File: config.mk
export PLATFORM = sky130hd
export DESIGN_NAME = mnemonic_word_index_encoder_unit
export DESIGN_NICKNAME = d
export VERILOG_FILES = /design/src/rtl/mwie_pkg.sv /design/src/rtl/mnemonic_word_index_encoder_unit.sv /design/src/rtl/mwie_fifo.sv /design/src/rtl/mwie_front.sv /design/src/rtl/mwie_back.sv
export SDC_FILE = /design/constraint.sdc
export NUM_CORES = 1
export LEC_CHECK = 0
export ABC_AREA = 1
export BUFFER_PORTS_ARGS = -buffer_cell sky130_fd_sc_hd__buf_4
export CAP_MARGIN = 5
export CORE_MARGIN = 3
export CORE_UTILIZATION = 30
export DETAILED_ROUTE_END_ITERATION = 8
export PLACE_DENSITY_LB_ADDON = 0.2
export SLEW_MARGIN = 40
export SYNTH_ARGS = -nofsm -noshare
export SYNTH_HDL_FRONTEND = slang
export SYNTH_SLANG_ARGS = --single-unit
File: constraint.sdc
create_clock -name clk -period 3.6 [get_ports clk]
set_input_delay 0.18 -clock clk [delete_from_list [all_inputs] [get_ports clk]]
set_output_delay 0.18 -clock clk [all_outputs]
set_load 0.02 [all_outputs]
File: src/rtl/mwie_pkg.sv
package mwie_pkg;

  localparam int CHUNK_BYTES     = 4;
  localparam int CHUNK_W         = 8 * CHUNK_BYTES;
  localparam int INDEX_W         = 16;
  localparam int WPC_W           = 4;
  localparam int MAX_WORDS       = 8;
  localparam int COUNT_W         = $clog2(MAX_WORDS + 1);

  localparam logic [INDEX_W-1:0] LIST_LENGTH_RST = 16'd1626;
  localparam logic [WPC_W-1:0]   WORD_COUNT_RST  = 4'd3;

  localparam int CMD_DEPTH_DEF = 2;
  localparam int OUT_DEPTH_DEF = 2;

  typedef enum logic [0:0] {
    CFG_LIST_LENGTH = 1'b0,
    CFG_WORD_COUNT  = 1'b1
  } cfg_idx_t;

  typedef struct packed {
    logic [CHUNK_W-1:0] chunk_word;
    logic               chunk_last;
  } in_item_t;

  typedef struct packed {
    logic [INDEX_W-1:0] word_index;
    logic               last_of_chunk;
    logic               last_of_phrase;
  } out_item_t;

  // classified work handed from front to back
  typedef struct packed {
    logic [CHUNK_W-1:0] chunk_word;
    logic               chunk_last;
    logic [INDEX_W-1:0] modulus;
    logic [COUNT_W-1:0] count;
  } cmd_t;

endpackage

File: src/rtl/mnemonic_word_index_encoder_unit.sv
// Mnemonic word index encoder. Each input transaction carries a 32-bit
// little-endian key chunk; the block returns list_length-based word indices
// for it, as many as the configured word count (clamped to 1..8), each index
// being (chunk / list_length^k + previous index) mod list_length. For each chunk
// the back end picks up the command, then per word runs a shared radix-4
// restoring divider (quotient and remainder by list_length) and then forms
// and queues the index, holding while the output queue is full.
// Input and output are small queues, so new chunks are taken while the
// divider works and results wait for pop. Write configuration only while
// the block is idle.
module mnemonic_word_index_encoder_unit
  import mwie_pkg::*;
#(
  parameter int CMD_DEPTH = CMD_DEPTH_DEF,
  parameter int OUT_DEPTH = OUT_DEPTH_DEF
) (
  input  logic               clk,
  input  logic               rst_n,
  input  logic               cfg_we,
  input  cfg_idx_t           cfg_index,
  input  logic [INDEX_W-1:0] cfg_wdata,
  input  logic               in_push,
  input  in_item_t           in_data,
  output logic               in_full,
  output logic               out_empty,
  input  logic               out_pop,
  output out_item_t          out_data
);

  logic      cmd_push, cmd_full, cmd_empty, cmd_pop;
  cmd_t      cmd_wr, cmd_rd;
  logic      res_push, res_full;
  out_item_t res;

  mwie_front u_front (
    .clk       (clk),
    .rst_n     (rst_n),
    .cfg_we    (cfg_we),
    .cfg_index (cfg_index),
    .cfg_wdata (cfg_wdata),
    .in_push   (in_push),
    .in_data   (in_data),
    .in_full   (in_full),
    .cmd_push  (cmd_push),
    .cmd       (cmd_wr),
    .cmd_full  (cmd_full)
  );

  mwie_fifo #(
    .WIDTH ($bits(cmd_t)),
    .DEPTH (CMD_DEPTH)
  ) u_cmd_q (
    .clk   (clk),
    .rst_n (rst_n),
    .push  (cmd_push),
    .wdata (cmd_wr),
    .full  (cmd_full),
    .pop   (cmd_pop),
    .rdata (cmd_rd),
    .empty (cmd_empty)
  );

  mwie_back u_back (
    .clk       (clk),
    .rst_n     (rst_n),
    .cmd_valid (~cmd_empty),
    .cmd       (cmd_rd),
    .cmd_pop   (cmd_pop),
    .res_push  (res_push),
    .res       (res),
    .res_full  (res_full)
  );

  mwie_fifo #(
    .WIDTH ($bits(out_item_t)),
    .DEPTH (OUT_DEPTH)
  ) u_out_q (
    .clk   (clk),
    .rst_n (rst_n),
    .push  (res_push),
    .wdata (res),
    .full  (res_full),
    .pop   (out_pop),
    .rdata (out_data),
    .empty (out_empty)
  );

endmodule

File: src/rtl/mwie_fifo.sv
module mwie_fifo #(
  parameter int WIDTH = 8,
  parameter int DEPTH = 2
) (
  input  logic             clk,
  input  logic             rst_n,
  input  logic             push,
  input  logic [WIDTH-1:0] wdata,
  output logic             full,
  input  logic             pop,
  output logic [WIDTH-1:0] rdata,
  output logic             empty
);

  localparam int PTR_W = (DEPTH > 1) ? $clog2(DEPTH) : 1;
  localparam int CNT_W = $clog2(DEPTH + 1);

  logic [WIDTH-1:0] data_r   [DEPTH];
  logic [WIDTH-1:0] data_nxt [DEPTH];
  logic [CNT_W-1:0] count_r, count_nxt;
  logic             do_push, do_pop;
  logic [CNT_W-1:0] wr_pos;

  assign full    = (count_r == CNT_W'(DEPTH));
  assign empty   = (count_r == '0);
  assign do_push = push & ~full;
  assign do_pop  = pop & ~empty;
  assign rdata   = data_r[0];
  assign wr_pos  = count_r - CNT_W'(do_pop);

  // shift queue: head always sits in entry 0
  always_comb begin
    for (int i = 0; i < DEPTH; i++) begin
      if (do_pop && (i < DEPTH - 1)) begin
        data_nxt[i] = data_r[(i < DEPTH - 1) ? i + 1 : i];
      end else begin
        data_nxt[i] = data_r[i];
      end
    end
    if (do_push) begin
      data_nxt[wr_pos[PTR_W-1:0]] = wdata;
    end
    count_nxt = count_r + CNT_W'(do_push) - CNT_W'(do_pop);
  end

  always_ff @(posedge clk) begin
    if (!rst_n) begin
      count_r <= '0;
    end else begin
      count_r <= count_nxt;
    end
  end

  always_ff @(posedge clk) begin
    for (int i = 0; i < DEPTH; i++) begin
      data_r[i] <= data_nxt[i];
    end
  end

endmodule

File: src/rtl/mwie_front.sv
module mwie_front
  import mwie_pkg::*;
(
  input  logic               clk,
  input  logic               rst_n,
  input  logic               cfg_we,
  input  cfg_idx_t           cfg_index,
  input  logic [INDEX_W-1:0] cfg_wdata,
  input  logic               in_push,
  input  in_item_t           in_data,
  output logic               in_full,
  output logic               cmd_push,
  output cmd_t               cmd,
  input  logic               cmd_full
);

  logic [INDEX_W-1:0] list_length_r;
  logic [WPC_W-1:0]   word_count_r;

  always_ff @(posedge clk) begin
    if (!rst_n) begin
      list_length_r <= LIST_LENGTH_RST;
      word_count_r  <= WORD_COUNT_RST;
    end else if (cfg_we) begin
      case (cfg_index)
        CFG_LIST_LENGTH: list_length_r <= cfg_wdata;
        CFG_WORD_COUNT:  word_count_r  <= cfg_wdata[WPC_W-1:0];
        default: ;
      endcase
    end
  end

  // zero length acts as one; word count clamped to 1..MAX_WORDS
  always_comb begin
    cmd.chunk_word = in_data.chunk_word;
    cmd.chunk_last = in_data.chunk_last;
    cmd.modulus    = (list_length_r == '0) ? INDEX_W'(1) : list_length_r;
    if (word_count_r == '0) begin
      cmd.count = COUNT_W'(1);
    end else if (word_count_r > WPC_W'(MAX_WORDS)) begin
      cmd.count = COUNT_W'(MAX_WORDS);
    end else begin
      cmd.count = COUNT_W'(word_count_r);
    end
  end

  assign in_full  = cmd_full;
  assign cmd_push = in_push & ~cmd_full;

endmodule

File: src/rtl/mwie_back.sv
module mwie_back
  import mwie_pkg::*;
(
  input  logic      clk,
  input  logic      rst_n,
  input  logic      cmd_valid,
  input  cmd_t      cmd,
  output logic      cmd_pop,
  output logic      res_push,
  output out_item_t res,
  input  logic      res_full
);

  localparam int STEPS  = CHUNK_W / 2;
  localparam int STEP_W = $clog2(STEPS);
  localparam logic [STEP_W-1:0] LAST_STEP = STEP_W'(STEPS - 1);

  typedef enum logic [1:0] {
    S_IDLE,
    S_DIV,
    S_EMIT
  } state_t;

  state_t             state_r, state_nxt;
  logic [CHUNK_W-1:0] div_r, div_nxt;
  logic [INDEX_W-1:0] rem_r, rem_nxt;
  logic [INDEX_W-1:0] prev_r, prev_nxt;
  logic [INDEX_W-1:0] mod_r, mod_nxt;
  logic [COUNT_W-1:0] count_r, count_nxt;
  logic [COUNT_W-1:0] word_r, word_nxt;
  logic [STEP_W-1:0]  step_r, step_nxt;
  logic               last_r, last_nxt;

  logic [INDEX_W:0]   t1, t2;
  logic [INDEX_W:0]   sum;
  logic [INDEX_W-1:0] idx;
  logic               final_word;

  // one restoring step: {quotient bit, new remainder}
  function automatic logic [INDEX_W:0] div_step(input logic [INDEX_W-1:0] rem,
                                                input logic               bit_in,
                                                input logic [INDEX_W-1:0] m);
    logic [INDEX_W:0] sh;
    sh = {rem, bit_in};
    if (sh >= {1'b0, m}) begin
      div_step = {1'b1, INDEX_W'(sh - {1'b0, m})};
    end else begin
      div_step = {1'b0, sh[INDEX_W-1:0]};
    end
  endfunction

  always_comb begin
    state_nxt = state_r;
    div_nxt   = div_r;
    rem_nxt   = rem_r;
    prev_nxt  = prev_r;
    mod_nxt   = mod_r;
    count_nxt = count_r;
    word_nxt  = word_r;
    step_nxt  = step_r;
    last_nxt  = last_r;
    cmd_pop   = 1'b0;
    res_push  = 1'b0;

    t1  = div_step(rem_r, div_r[CHUNK_W-1], mod_r);
    t2  = div_step(t1[INDEX_W-1:0], div_r[CHUNK_W-2], mod_r);
    // remainder and previous index both below the modulus
    sum = {1'b0, rem_r} + {1'b0, prev_r};
    idx = (sum >= {1'b0, mod_r}) ? INDEX_W'(sum - {1'b0, mod_r}) : sum[INDEX_W-1:0];
    final_word = (word_r + COUNT_W'(1) == count_r);

    res.word_index     = idx;
    res.last_of_chunk  = final_word;
    res.last_of_phrase = final_word & last_r;

    case (state_r)
      S_IDLE: begin
        if (cmd_valid) begin
          cmd_pop   = 1'b1;
          div_nxt   = cmd.chunk_word;
          rem_nxt   = '0;
          prev_nxt  = '0;
          mod_nxt   = cmd.modulus;
          count_nxt = cmd.count;
          last_nxt  = cmd.chunk_last;
          word_nxt  = '0;
          step_nxt  = '0;
          state_nxt = S_DIV;
        end
      end
      S_DIV: begin
        div_nxt  = {div_r[CHUNK_W-3:0], t1[INDEX_W], t2[INDEX_W]};
        rem_nxt  = t2[INDEX_W-1:0];
        step_nxt = step_r + STEP_W'(1);
        if (step_r == LAST_STEP) begin
          state_nxt = S_EMIT;
        end
      end
      S_EMIT: begin
        // div_r now holds the quotient, the dividend of the next word
        if (!res_full) begin
          res_push = 1'b1;
          prev_nxt = idx;
          if (final_word) begin
            state_nxt = S_IDLE;
          end else begin
            word_nxt  = word_r + COUNT_W'(1);
            rem_nxt   = '0;
            step_nxt  = '0;
            state_nxt = S_DIV;
          end
        end
      end
      default: state_nxt = S_IDLE;
    endcase
  end

  always_ff @(posedge clk) begin
    if (!rst_n) begin
      state_r <= S_IDLE;
      word_r  <= '0;
      step_r  <= '0;
    end else begin
      state_r <= state_nxt;
      word_r  <= word_nxt;
      step_r  <= step_nxt;
    end
    div_r   <= div_nxt;
    rem_r   <= rem_nxt;
    prev_r  <= prev_nxt;
    mod_r   <= mod_nxt;
    count_r <= count_nxt;
    last_r  <= last_nxt;
  end

endmodule

* Yosys cells after proc, flatten, opt, wreduce, memory -nomap -nowiden *
Memory sizes are Yosys's and may differ from the RTL's.
Cells that the tools add are included.

word-level totals
  input bits = 55
  memory bits (writable) = 142
  memories kept = 2
  output and inout bits = 20
  word-level logic and storage cells = 116
  register bits after elaboration = 119

memory list
  memory          words  bits a word  read ports  clocked after memory_dff  write ports  RTL line         RTL
  u_cmd_q.data_r  2      53           2           0                         2            mwie_fifo.sv:18  logic [WIDTH-1:0] data_r [DEPTH];
  u_out_q.data_r  2      18           2           0                         2            mwie_fifo.sv:18

operators by class
  equality and inequality tests = 10
  add/subtract/negate cells = 12
  bitwise gates (word level) = 13
  magnitude comparators = 8
  mux-type cells = 40
  reductions and logical operators = 18

operators by type and width
  operator             count
  $bwmux 106           1
  $mux 106             1
  $mux 53              2
  $mux 16              6
  $pmux 32 s2          1
  $demux 53 s1         1
  $ge 17x16->1         3
  $pmux 16 s3          1
  $sub 16x16->16       3
  $bwmux 36            1
  $mux 18              2
  $mux 36              1
  $mux 17              2
  $mux 32              1
  $pmux 16 s2          1
  $mux 4               7
  $demux 18 s1         1
  $add 16x16->17       1
  $logic_not 16->1     1
  $pmux 4 s3           1
  $add 4x1->4 const B  2
  $pmux 4 s2           1
  $reduce_and 2->1     4
  $reduce_and 4->1     2
  other kinds (24)     54

* Logic depth before layout (Yosys ltp) *
Gate-level depths: netlist of the first run.

  word-level depth = 12
  mapped depth = 26
  depth with buffers taken out = 25

* Hierarchy *
From an unflattened synthesis of the first run, not the netlist that was laid out.

unflattened totals
  cells, all modules = 2026
  area total of the unflattened synthesis = 15852.7 sq um

by module, submodules not included
  module                            area an instance (sq um)  seq. area each (sq um)  cells an instance  times used
  mwie_back                         7838.8                    2752.6                  1063               1
  mwie_fifo at u_cmd_q              5034.8                    2692.6                  591                1
  mwie_fifo at u_out_q              1845.5                    940.9                   210                1
  mwie_front                        1129.8                    400.4                   161                1
  mnemonic_word_index_encoder_unit  3.8                       0.0                     1                  1

* Least setup slack after synthesis of the first run *
OpenSTA, ideal clock, no wires.

  kind = flip-flop to flip-flop
  start point = reg u_cmd_q.count_r[0]
  end point = reg u_cmd_q.count_r[1]
  arrival time = 3644 ps
  required time = 3476 ps
  period minus slack after synthesis = 3768 ps
  path buffers = 1
  setup time = 124 ps
  stages on the path, launching flop included = 12
  path slack = -168 ps
  cells stage by stage = dfxtp_1 inv_1 nand2_1 nand2_1 inv_2 clkbuf_1 ha_1 inv_1 ha_1 xor2_1 o21ai_0 a21oi_1

between the ends
  elaborated cells between the ends (all ways) = 11
  classes of those cells = add/sub: 2; eq/ne: 1; mux: 2; bitwise: 5; reduce/logical: 1

RTL lines
  element                 RTL line                                RTL
  start, declared         mwie_fifo.sv:20                         logic [CNT_W-1:0] count_r, count_nxt;
  start signal, assigned  mwie_fifo.sv:50                         count_r <= count_nxt;
  $logic_not 2->1         mwie_fifo.sv:25                         assign empty = (count_r == '0);
  $mux 1                  mwie_back.sv:78                         if (cmd_valid) begin
  $mux 1                  mwie_back.sv:76                         case (state_r)
  net cmd_pop             mnemonic_word_index_encoder_unit.sv:30  logic cmd_push, cmd_full, cmd_empty, cmd_pop;
  $and 1x1->1             mwie_fifo.sv:27                         assign do_pop = pop & ~empty;
  $sub 2x1->2             mwie_fifo.sv:43                         count_nxt = count_r + CNT_W'(do_push) - CNT_W'(do_pop);

The timed path passes the listed nets, and every way through them passes these cells.
A chain may end at the register's enable or synchronous reset.

* Worst setup path in the final report of the first run *
  start point = reg u_back.div_r[31]
  end point = reg u_back.rem_r[15] (data pin)

between the ends
  word-level cells in the longest chain between the ends = 5
  elaborated cells between the ends (all ways) = 7
  classes of those cells = add/sub: 2; order compare: 2; mux: 3

ends and longest elaborated chain
  element                                                RTL line                          RTL
  start, declared                                        mwie_back.sv:25                   logic [CHUNK_W-1:0] div_r, div_nxt;
  start signal, assigned                                 mwie_back.sv:128                  div_r <= div_nxt;
  $sub 16x16->16 / $ge 17x16->1 (equally long branches)  mwie_back.sv:46, mwie_back.sv:45
  $mux 17 (*)                                            mwie_back.sv:45                   if (sh >= {1'b0, m}) begin
  $sub 16x16->16 / $ge 17x16->1 (equally long branches)  mwie_back.sv:46, mwie_back.sv:45
  $mux 17 (*)                                            mwie_back.sv:45
  $pmux 16 s3 (*)                                        mwie_back.sv:76
  end signal, assigned                                   mwie_back.sv:129                  rem_r <= rem_nxt;
  end, declared                                          mwie_back.sv:26                   logic [INDEX_W-1:0] rem_r, rem_nxt;

Mark *: on every way between the ends. The rest lies on a longest branch, timed or not.

==> impl_results.md, run 1 <==
* GRT overflow at 0
* MaxCap Viol Count at 0
* Final setup viols at 0
* Area added between synthesis and finish at 35.5%
* H-Tree Level Count at 1
* Num CTS Buffers at 29
* Fmax at 287 MHz
* CTS sink cnt at 261
* Synth Net Count at 1862
* RSZ-0062 raised after global routing: yes
* Crit end category: flop
* Worst Slack Setup Final at 0.111 ns
* Most frequent cells after synthesis: nand2_1 (510), inv_1 (168), edfxtp_1 (156), nor2_1 (138), o21ai_0 (123)
* Dpl ws at -0.132 ns
* Vias in the first global route at 12.0k
* Clk pin slew, worst setup/hold paths at 0.06 ns
* Flops & latches, synth at 261
* Post-route DRC at 0
* Worst setup SP type: flop
* Core area at 46800 um2
* Final Core Density at 41.3%
* Worst Setup Path Type: reg2reg
* Period utilization at 96.9%
* Req. time, crit path at 3.93 ns
* N_diodes at 0
* Hold Crit Class: in2reg
* Post-synthesis cell area at 14300 um2
* Nets@finish at 2140
* Post-synth EDFFs at 156
* Initial antenna violation count at 0
* DR pass1 iterations at 5
* Starting Density at 30.5%
* Post-DP HPWL at 30400 um
* Min Clock Period, post-route at 3.49 ns
* Wire per inst at 15.9 um
* TNS Setup at 0 ns
* Clock insertion delay at the later pin of the skew report at 0.59 ns
* Synth Flop Type: edfxtp_1
* Antenna Nets Post-Route at 0
* GR Util All Layers at 16.3%
* Top-area cell type share of the netlist area at 32.9%
* Max Root-Sink Buffers at 3
* Die Wd at 224 um
* CTS root buffer: clkbuf_16
* Die H at 224 um
* Area contributors post-synth: edfxtp_1 (33%), dfxtp_1 (15%), nand2_1 (13%), ha_1 (6.1%), inv_1 (4.4%)
* Worst slew margin at 47.1%
* Final Hold Vio Count at 0
* Largest net degree at the start of global routing at 74
* Syn Inst Count at 1733
* CP Max Fanout at 8
* Fin Clk Skew at 0.0274 ns
* # fillers at 4659
* Syn avg cell area at 8.23 um2
* Ports at 75
* I/O Buffers at 74
* Final RePlAce weighted congestion at 0.876
* Synth area leader: edfxtp_1
* WP data arrival at 3.82 ns
* Die area at 50200 um2
* Max-slew violations at 0
* Synth cell types at 51
* Worst-Margin Slew at 0.788 ns
* Layout cells sized above 1 at 26.1%
* CTS tree: built
* Async set or reset register ratio after synthesis at 0%
* Vias after detailed routing at 12.2k
* First-pass GRT wire length at 65600 um
* Final WL at 42100 um
* Status: complete, no violations
* Top-count cell post-synth: nand2_1
* Placement Rows at 79
* Post-synthesis sequential area ratio at 47.6%
* DR iter-0 viols at 640
* Yosys warns at 0
* Vias per cell at 4.62
-- critical path, cell delays in order, from the launching register on --
cell and delay [ns]:
edfxtp_1 0.40, inv_1 0.12, ha_1 0.15, inv_1 0.07, fa_2 0.35, buf_4 0.15, nand2_1 0.07, nand3_2 0.10
xnor2_1 0.27, o21ai_1 0.15, ha_1 0.34, buf_6 0.11, nand2_2 0.07, nor2_2 0.13, nand4_1 0.15, nand2_2 0.14
nand2_4 0.11, buf_6 0.16, nand4_1 0.12, nand2_1 0.07
-- stage by stage --
| stage | instances | area [um2] | hold WS, ns |
|---|---|---|---|
| floorplan | 1733 | 14300 | 0.279 |
| global placement | 2503 | 16500 | 0.369 |
| detailed placement | 2503 | 16500 | 0.370 |
| CTS | 2619 | 18300 | 0.141 |
| global route | 2641 | 19300 | 0.177 |
| finish | 2641 | 19300 | 0.165 |
-- final timing paths --
path | startpoint | endpoint | slack, ns | depth (start not counted)
max reg2reg | u_back.div_r[31]$_DFFE_PP_ | u_back.rem_r[15]$_SDFFCE_PN0P_ | 0.11 | 19
min | in_push | u_cmd_q.count_r[0]$_SDFF_PN0_ | 0.17 | 6
max | u_back.div_r[31]$_DFFE_PP_ | u_back.rem_r[15]$_SDFFCE_PN0P_ | 0.11 | 19
min reg2reg | u_cmd_q.data_r[0][8]$_DFF_P_ | u_back.mod_r[4]$_DFFE_PP_ | 0.43 | 0
-- kinds of logic (layout without fill, tap and decap cells) --
logic type | Yosys count | after routing | share of synthesized area, %
compound gates | 239 | 239 | 9.12
xor+xnor | 37 | 37 | 2.27
fa+ha+maj | 74 | 74 | 6.70
buf+inv | 259 | 557 | 7.63
flops | 261 | 261 | 47.6
mux | 2 | 2 | 0.140
simple gates | 861 | 864 | 26.5
-- cells in the final DEF, fill, tap and decap left out, drive strengths merged, types with 26 or more instances in the layout --
master,synthesis,routed
a21oi,70,70
or2,26,26
inv,173,176
clkbuf,51,35
ha,70,70
nand2,523,525
dlygate4sd3,0,62
dfxtp,105,105
o21ai,126,126
nand4,29,29
edfxtp,156,156
nand3,107,108
buf,32,265
nor2,144,144
-- per-layer routing --
| layer | GRT usage [%] | up-vias | wire length, um |
|---|---|---|---|
| met4 | 4.21 | 0 | 1290 |
| li1 | - | 6287 | - |
| met5 | 0 | - | 0 |
| met3 | 2.20 | 60 | 1440 |
| met1 | 22.3 | 5660 | 19600 |
| met2 | 27.3 | 201 | 19700 |
-- cell type report --
type                            count  area [um2]  share of cell area [%]
Clock inverter                     19         223                    1.15
Inverter                          176         668                    3.46
Clock buffer                       35         791                    4.09
Tap cell                          607         759                    3.93
Multi-Input combinational cell   1216        7400                    38.3
Sequential cell                   261        6790                    35.1
Timing Repair Buffer              327        2690                    13.9
-- repair_timing --
item                       in CTS  in global routing
setup endpoints to repair      58                 65
resized for setup              22                158
hold endpoints to repair       91                  0
pin swaps                       2                 40
cloned                          0                  3
hold buffers                   62                  0
buffers inserted                0                 18
Power of run 1 is not shown: default switching activity piles up to over one toggle a cycle in this logic, so the estimate is an artifact.
==> inputs of run 2 (changes only) <==
==> constraint.sdc (replaced) <==
create_clock -name clk -period 3.6 [get_ports clk]
set_input_delay 0.9 -clock clk [delete_from_list [all_inputs] [get_ports clk]]
set_output_delay 0.9 -clock clk [all_outputs]
set_load 0.02 [all_outputs]
==> impl_results.md, run 2 (synthesis gave the netlist of run 1 again) <==
* Hold buffer count at CTS at 0 (-100%)
* Num CTS Buffers at 30 (+3.4%)
* Vias in the first global route at 11.7k (-2.1%)
* Vias per cell at 4.67 (+0.94%)
* Req. time, crit path at 4.05 ns (+0.12 ns)
* CP endpoint: u_back.rem_r[15]$_SDFFCE_PN0P_
* DR iter-0 viols at 695 (+8.6%)
* Clock insertion delay at the later pin of the skew report at 0.58 ns (about the same)
* I/O Buffers at 74 (unchanged)
* Core area at 46800 um2 (unchanged)
* CP Cell Sequence: ha_4 -> nand2_2 -> nor2_4 -> nand2_2 -> nor3_4 -> nor2_4 -> nand2_8 -> inv_8 -> nand2_2 -> o21ai_2 -> ha_1 -> nand2_2 -> nor2_1 -> and2_4 -> a31oi_4 -> nand2_4 -> nor2_8 -> buf_6 -> nand4_1 -> nand2_1
* Min Clock Period, post-route at 3.45 ns (-0.0440 ns)
* Hold Crit Class: reg2reg
* MaxCap Viol Count at 0 (unchanged)
* Final Hold Vio Count at 0 (unchanged)
* Slowest CP cell: edfxtp_1
* Ports at 75 (unchanged)
* Worst setup SP type: flop
* R2r setup slk at 0.15 ns (+0.04 ns)
* Status: complete, no violations
* GRT overflow at 0 (unchanged)
* Starting Density at 30.5% (unchanged)
* N_diodes at 0 (unchanged)
* Slowest cell delay on critical path at 0.51 ns (+0.11 ns)
* FF-to-FF path depth at 20 (+1)
* Reg-to-reg endpoint: u_back.rem_r[15]$_SDFFCE_PN0P_
* Post-route DRC at 0 (unchanged)
* Worst slew margin at 51.2% (+4.1 points)
* WP data arrival at 3.90 ns (+0.08 ns)
* CP Max Fanout at 13 (+5)
* Hold WS at 0.430 ns (+0.265 ns)
* Nets@finish at 2092 (-2.2%)
* CTS sink cnt at 261 (unchanged)
* H-Tree Level Count at 1 (unchanged)
* Crit end category: flop
* Vias after detailed routing at 12.1k (-0.86%)
* Cell area after layout at 18900 um2 (-2.0%)
* Fmax at 290 MHz (+1.3%)
* DR pass1 iterations at 5 (unchanged)
* First-pass GRT wire length at 64700 um (-1.3%)
* Finished Layout Cells at 2594 (-1.8%)
* Fin Clk Skew at 0.0221 ns (-0.00535 ns)
* RSZ-0062 raised after global routing: yes
* Most frequent cells in the layout: nand2_1 (465), buf_4 (264), edfxtp_1 (156), inv_1 (153), nor2_1 (126)
* TNS Setup at 0 ns (unchanged)
* Final RePlAce weighted congestion at 0.858 (-2.1%)
* Initial antenna violation count at 0 (unchanged)
* # fillers at 4731 (+1.5%)
* Worst Setup Path Type: reg2reg
* Clk pin slew, worst setup/hold paths at 0.06 ns (about the same)
* Area added between synthesis and finish at 32.7%
* GR Util All Layers at 16.1% (-0.19 points)
* CP startpoint: u_back.rem_r[3]$_SDFFCE_PN0P_
* CP top delay family: simple AND/OR/NAND/NOR gates
* Die area at 50200 um2 (unchanged)
* Multi-input gate area at 7530 um2 (+1.8%)
* Antenna Nets Post-Route at 0 (unchanged)
* Final WL at 42200 um (+0.34%)
* Wire per inst at 16.3 um (+2.2%)
* CTS tree: built
* Max-slew violations at 0 (unchanged)
* Post-DP HPWL at 30500 um (+0.44%)
* Placement Rows at 79 (unchanged)
* Final setup viols at 0 (unchanged)
* Period utilization at 95.7% (-1.2 points)
* Layout cells sized above 1 at 28.9% (+2.8 points)
* Worst-Margin Slew at 0.732 ns (-0.0560 ns)
* Cell depth of the worst setup path at 20 (+1)
* Max Root-Sink Buffers at 3 (unchanged)
* Register area at 6790 um2 (unchanged)
* Largest net degree at the start of global routing at 74 (unchanged)
* CTS root buffer: clkbuf_16
* Post-Place Cells at 2507 (+0.16%)
* Die Wd at 224 um (unchanged)
* Die H at 224 um (unchanged)
* RR Startpoint: u_back.rem_r[3]$_SDFFCE_PN0P_
* Worst path bufs/invs at 2 (-3)
* Dpl cell area at 16500 um2 (+0.18%)
* Commonest non-fill, non-tap cell in the layout: nand2_1
* Crit path top cell by count: nand2_2
[run 2: cell types whose count changed in the layout (fill, tap and decap cells not counted), sizes merged]
cell	delta
inv	-1
buf	+13
bufinv	-3
dlygate4sd3	-62
clkinv	-4
clkbuf	+13
clkinvlp	-3
[run 2: stage by stage]
stage	worst slack, ns	utilization (%)
2_1_floorplan	0.208	-
6_report	0.155	40.5
5_1_grt	-0.0754	40.5
3_3_place_gp	-0.110	35.3
3_5_place_dp	-0.135	35.3
4_1_cts	0.00267	37.9
[run 2: what timing repair did]
action / in CTS / in global routing
setup buffers: 3 / 24
cloned: 0 / 4
resized for setup: 24 / 209
pin swaps: 4 / 62
endpoints found under the setup margin: 59 / 65
[run 2: area by class of cell]
type / instances / area share, %
Tap cell: 607 / 4.01
Timing Repair Buffer: 278 / 11.5
Inverter: 176 / 3.53
Clock inverter: 8 / 0.489
Multi-Input combinational cell: 1216 / 39.8
Sequential cell: 261 / 35.9
Clock buffer: 48 / 4.81
[run 2: worst min-delay path by stage]
| stage | slack [ns] | start | cells after the start | end |
|---|---|---|---|---|
| floorplan | 0.40 | u_cmd_q.data_r[0][20]$_DFF_P_ | 0 | u_back.last_r$_DFFE_PP_ |
| finish | 0.43 | u_cmd_q.data_r[0][0]$_DFF_P_ | 0 | u_back.count_r[0]$_DFFE_PP_ |
| detailed placement | 0.42 | u_cmd_q.data_r[0][13]$_DFF_P_ | 0 | u_back.mod_r[9]$_DFFE_PP_ |
| global placement | 0.41 | u_cmd_q.data_r[0][0]$_DFF_P_ | 0 | u_back.count_r[0]$_DFFE_PP_ |
| global route | 0.44 | u_cmd_q.data_r[0][0]$_DFF_P_ | 0 | u_back.count_r[0]$_DFFE_PP_ |
| CTS | 0.43 | u_cmd_q.data_r[0][8]$_DFF_P_ | 0 | u_back.mod_r[4]$_DFFE_PP_ |
[run 2: layer usage]
layer	vias up	track usage (%)	share of wire, %
met5	-	0	0
met4	0	4.81	2.8
met1	5655	22.1	47
li1	6172	-	-
met2	214	26.4	47
met3	62	2.41	3.4
[run 2: worst register-to-register path: stages, from the launching register on]
cell      delay, ns
edfxtp_1       0.51
ha_4           0.37
nand2_2        0.09
nor2_4         0.12
nand2_2        0.08
nor3_4         0.19
nor2_4         0.10
nand2_8        0.12
inv_8          0.07
nand2_2        0.06
o21ai_2        0.07
ha_1           0.35
nand2_2        0.10
nor2_1         0.05
and2_4         0.16
a31oi_4        0.18
nand2_4        0.09
nor2_8         0.19
buf_6          0.16
nand4_1        0.14
nand2_1        0.11
Power of run 2 is left out for the same reason.
==> inputs of run 3 (changes only) <==
- clock period: 3.6 -> 3.75 ns (I/O delays scaled with it)
==> impl_results.md, run 3 (synthesis gave the netlist of run 1 again) <==
* Crit path top cell by count: nand2_1
* Antenna Nets Post-Route at 0 (unchanged)
* Worst setup SP type: flop
* Period utilization at 95.1% (-0.62 points)
* GR Util All Layers at 15.7% (-0.40 points)
* Slowest cell delay on critical path at 0.37 ns (-0.14 ns)
* RSZ-0062 raised after global routing: yes
* Commonest non-fill, non-tap cell in the layout: nand2_1
* Final WL at 39900 um (-5.4%)
* MaxCap Viol Count at 0 (unchanged)
* Hold Crit Class: reg2reg
* N_diodes at 0 (unchanged)
* CP Cell Sequence: inv_1 -> ha_1 -> nand2_1 -> inv_1 -> nand2_1 -> nand2_1 -> nand2_1 -> nand3_2 -> nand2_2 -> nand2_8 -> o21ai_0 -> ha_1 -> nand2_1 -> inv_1 -> nand3_1 -> nand3_2 -> nand4_1 -> nand2_2 -> nand2_4 -> nand2_8 -> nand3_1 -> nand2_1
* Wire per inst at 15.9 um (-2.4%)
* DR iter-0 viols at 590 (-15%)
* Die H at 224 um (unchanged)
* CTS tree: built
* Nets@finish at 2012 (-3.8%)
* Finished Layout Cells at 2514 (-3.1%)
* Clk pin slew, worst setup/hold paths at 0.06 ns (about the same)
* Crit end category: flop
* DR pass1 iterations at 7 (+2)
* Num CTS Buffers at 30 (unchanged)
* Post-DP HPWL at 29900 um (-2.1%)
* Starting Density at 30.5% (unchanged)
* Fmax at 280 MHz (-3.4%)
* Min Clock Period, post-route at 3.57 ns (+0.120 ns)
* Die area at 50200 um2 (unchanged)
* Die Wd at 224 um (unchanged)
* Max-slew violations at 0 (unchanged)
* CP Max Fanout at 17 (+4)
* Status: complete, no violations
* Slowest CP cell: edfxtp_1
* Ports at 75 (unchanged)
* Vias after detailed routing at 11.8k (-2.7%)
* First-pass GRT wire length at 63300 um (-2.3%)
* Initial antenna violation count at 0 (unchanged)
* WP data arrival at 3.87 ns (-0.03 ns)
* Final RePlAce weighted congestion at 0.850 (-0.96%)
* H-Tree Level Count at 1 (unchanged)
* Vias in the first global route at 11.7k (-0.17%)
* Most frequent cells in the layout: nand2_1 (498), buf_4 (195), inv_1 (168), edfxtp_1 (156), nor2_1 (134)
* Clock insertion delay at the later pin of the skew report at 0.59 ns (about the same)
* Max Root-Sink Buffers at 3 (unchanged)
* CTS sink cnt at 261 (unchanged)
* Worst slew margin at 54.1% (+2.9 points)
* Hold buffer count at CTS at 0 (unchanged)
* Final Core Density at 37.4% (-3.1 points)
* Core area at 46800 um2 (unchanged)
* I/O Buffers at 74 (unchanged)
* Largest net degree at the start of global routing at 72 (-2.7%)
* Placement Rows at 79 (unchanged)
* Post-Place Cells at 2453 (-2.2%)
* CTS root buffer: clkbuf_16
* Final Hold Vio Count at 0 (unchanged)
* Post-route DRC at 0 (unchanged)
* Layout cells sized above 1 at 19.7% (-9.2 points)
* Req. time, crit path at 4.06 ns (about the same)
* Worst-Margin Slew at 0.687 ns (-0.0449 ns)
* Vias per cell at 4.69 (+0.44%)
* Worst Setup Path Type: reg2reg
* Final setup viols at 0 (unchanged)
* GRT overflow at 0 (unchanged)
* Area added between synthesis and finish at 22.7%
* Fin Clk Skew at 0.0360 ns (+0.0139 ns)
[run 3: cell count changes in the layout (fill, tap and decap cells not counted), moves of 11 or more]
cell,change
nand2_1,+33
ha_1,+30
buf_4,-69
a21oi_1,+11
ha_4,-32
nand2_2,-27
inv_1,+15
inv_2,-14
[run 3: critical path: cells and delay by family, from the launching register on]
| kind | cells | cell delay [ns] |
|---|---|---|
| simple gates | 16 | 1.59 |
| fa+ha+maj | 2 | 0.67 |
| flops | 1 | 0.37 |
| compound gates | 1 | 0.36 |
| buf+inv | 3 | 0.27 |
[run 3: per-stage QoR]
stage | hold slack [ns] | area, um2 | TNS [ns] | setup slack (ns)
after floorplan | 0.403 | 14300 | 0 | 0.358
after global placement | 0.417 | 16100 | -3.39 | -0.158
after detailed placement | 0.420 | 16100 | -2.71 | -0.141
after CTS | 0.436 | 17100 | 0 | 0.00379
after global routing | 0.447 | 17500 | -0.180 | -0.0409
final | 0.433 | 17500 | 0 | 0.184
[run 3: path summary, 6_finish.rpt]
check	to	slack, ns	start	cells after the start
worst max-delay path	u_back.rem_r[11]$_SDFFCE_PN0P_	0.18	u_back.mod_r[4]$_DFFE_PP_	22
worst min-delay path	u_back.mod_r[0]$_DFFE_PP_	0.43	u_cmd_q.data_r[0][4]$_DFF_P_	0
worst max register to register	u_back.rem_r[11]$_SDFFCE_PN0P_	0.18	u_back.mod_r[4]$_DFFE_PP_	22
worst min register to register	u_back.mod_r[0]$_DFFE_PP_	0.43	u_cmd_q.data_r[0][4]$_DFF_P_	0
[run 3: routing by layer]
layer | vias to the layer above | part of all wire (%) | track usage [%]
met5 | - | 0 | 0
met4 | 0 | 2.7 | 4.23
met3 | 62 | 3.6 | 2.18
met2 | 210 | 47 | 26.4
met1 | 5493 | 47 | 21.3
li1 | 6016 | - | -
[run 3: timing repair]
item	in CTS	in global routing
gates cloned	1	0
resized for setup	1	77
endpoints found under the setup margin	46	65
buffers inserted	3	1
pin swaps	1	10
[run 3: area by class of cell]
| type | instances | area, um2 |
|---|---|---|
| clock buffers | 43 | 841 |
| clock inverters | 13 | 124 |
| fillers | 4827 | 29300 |
| inverters | 176 | 668 |
| multi-input cells | 1214 | 6750 |
| flip-flops and latches | 261 | 6790 |
| well taps | 607 | 759 |
| repair buffers | 200 | 1560 |
Power of run 3 is left out for the same reason.
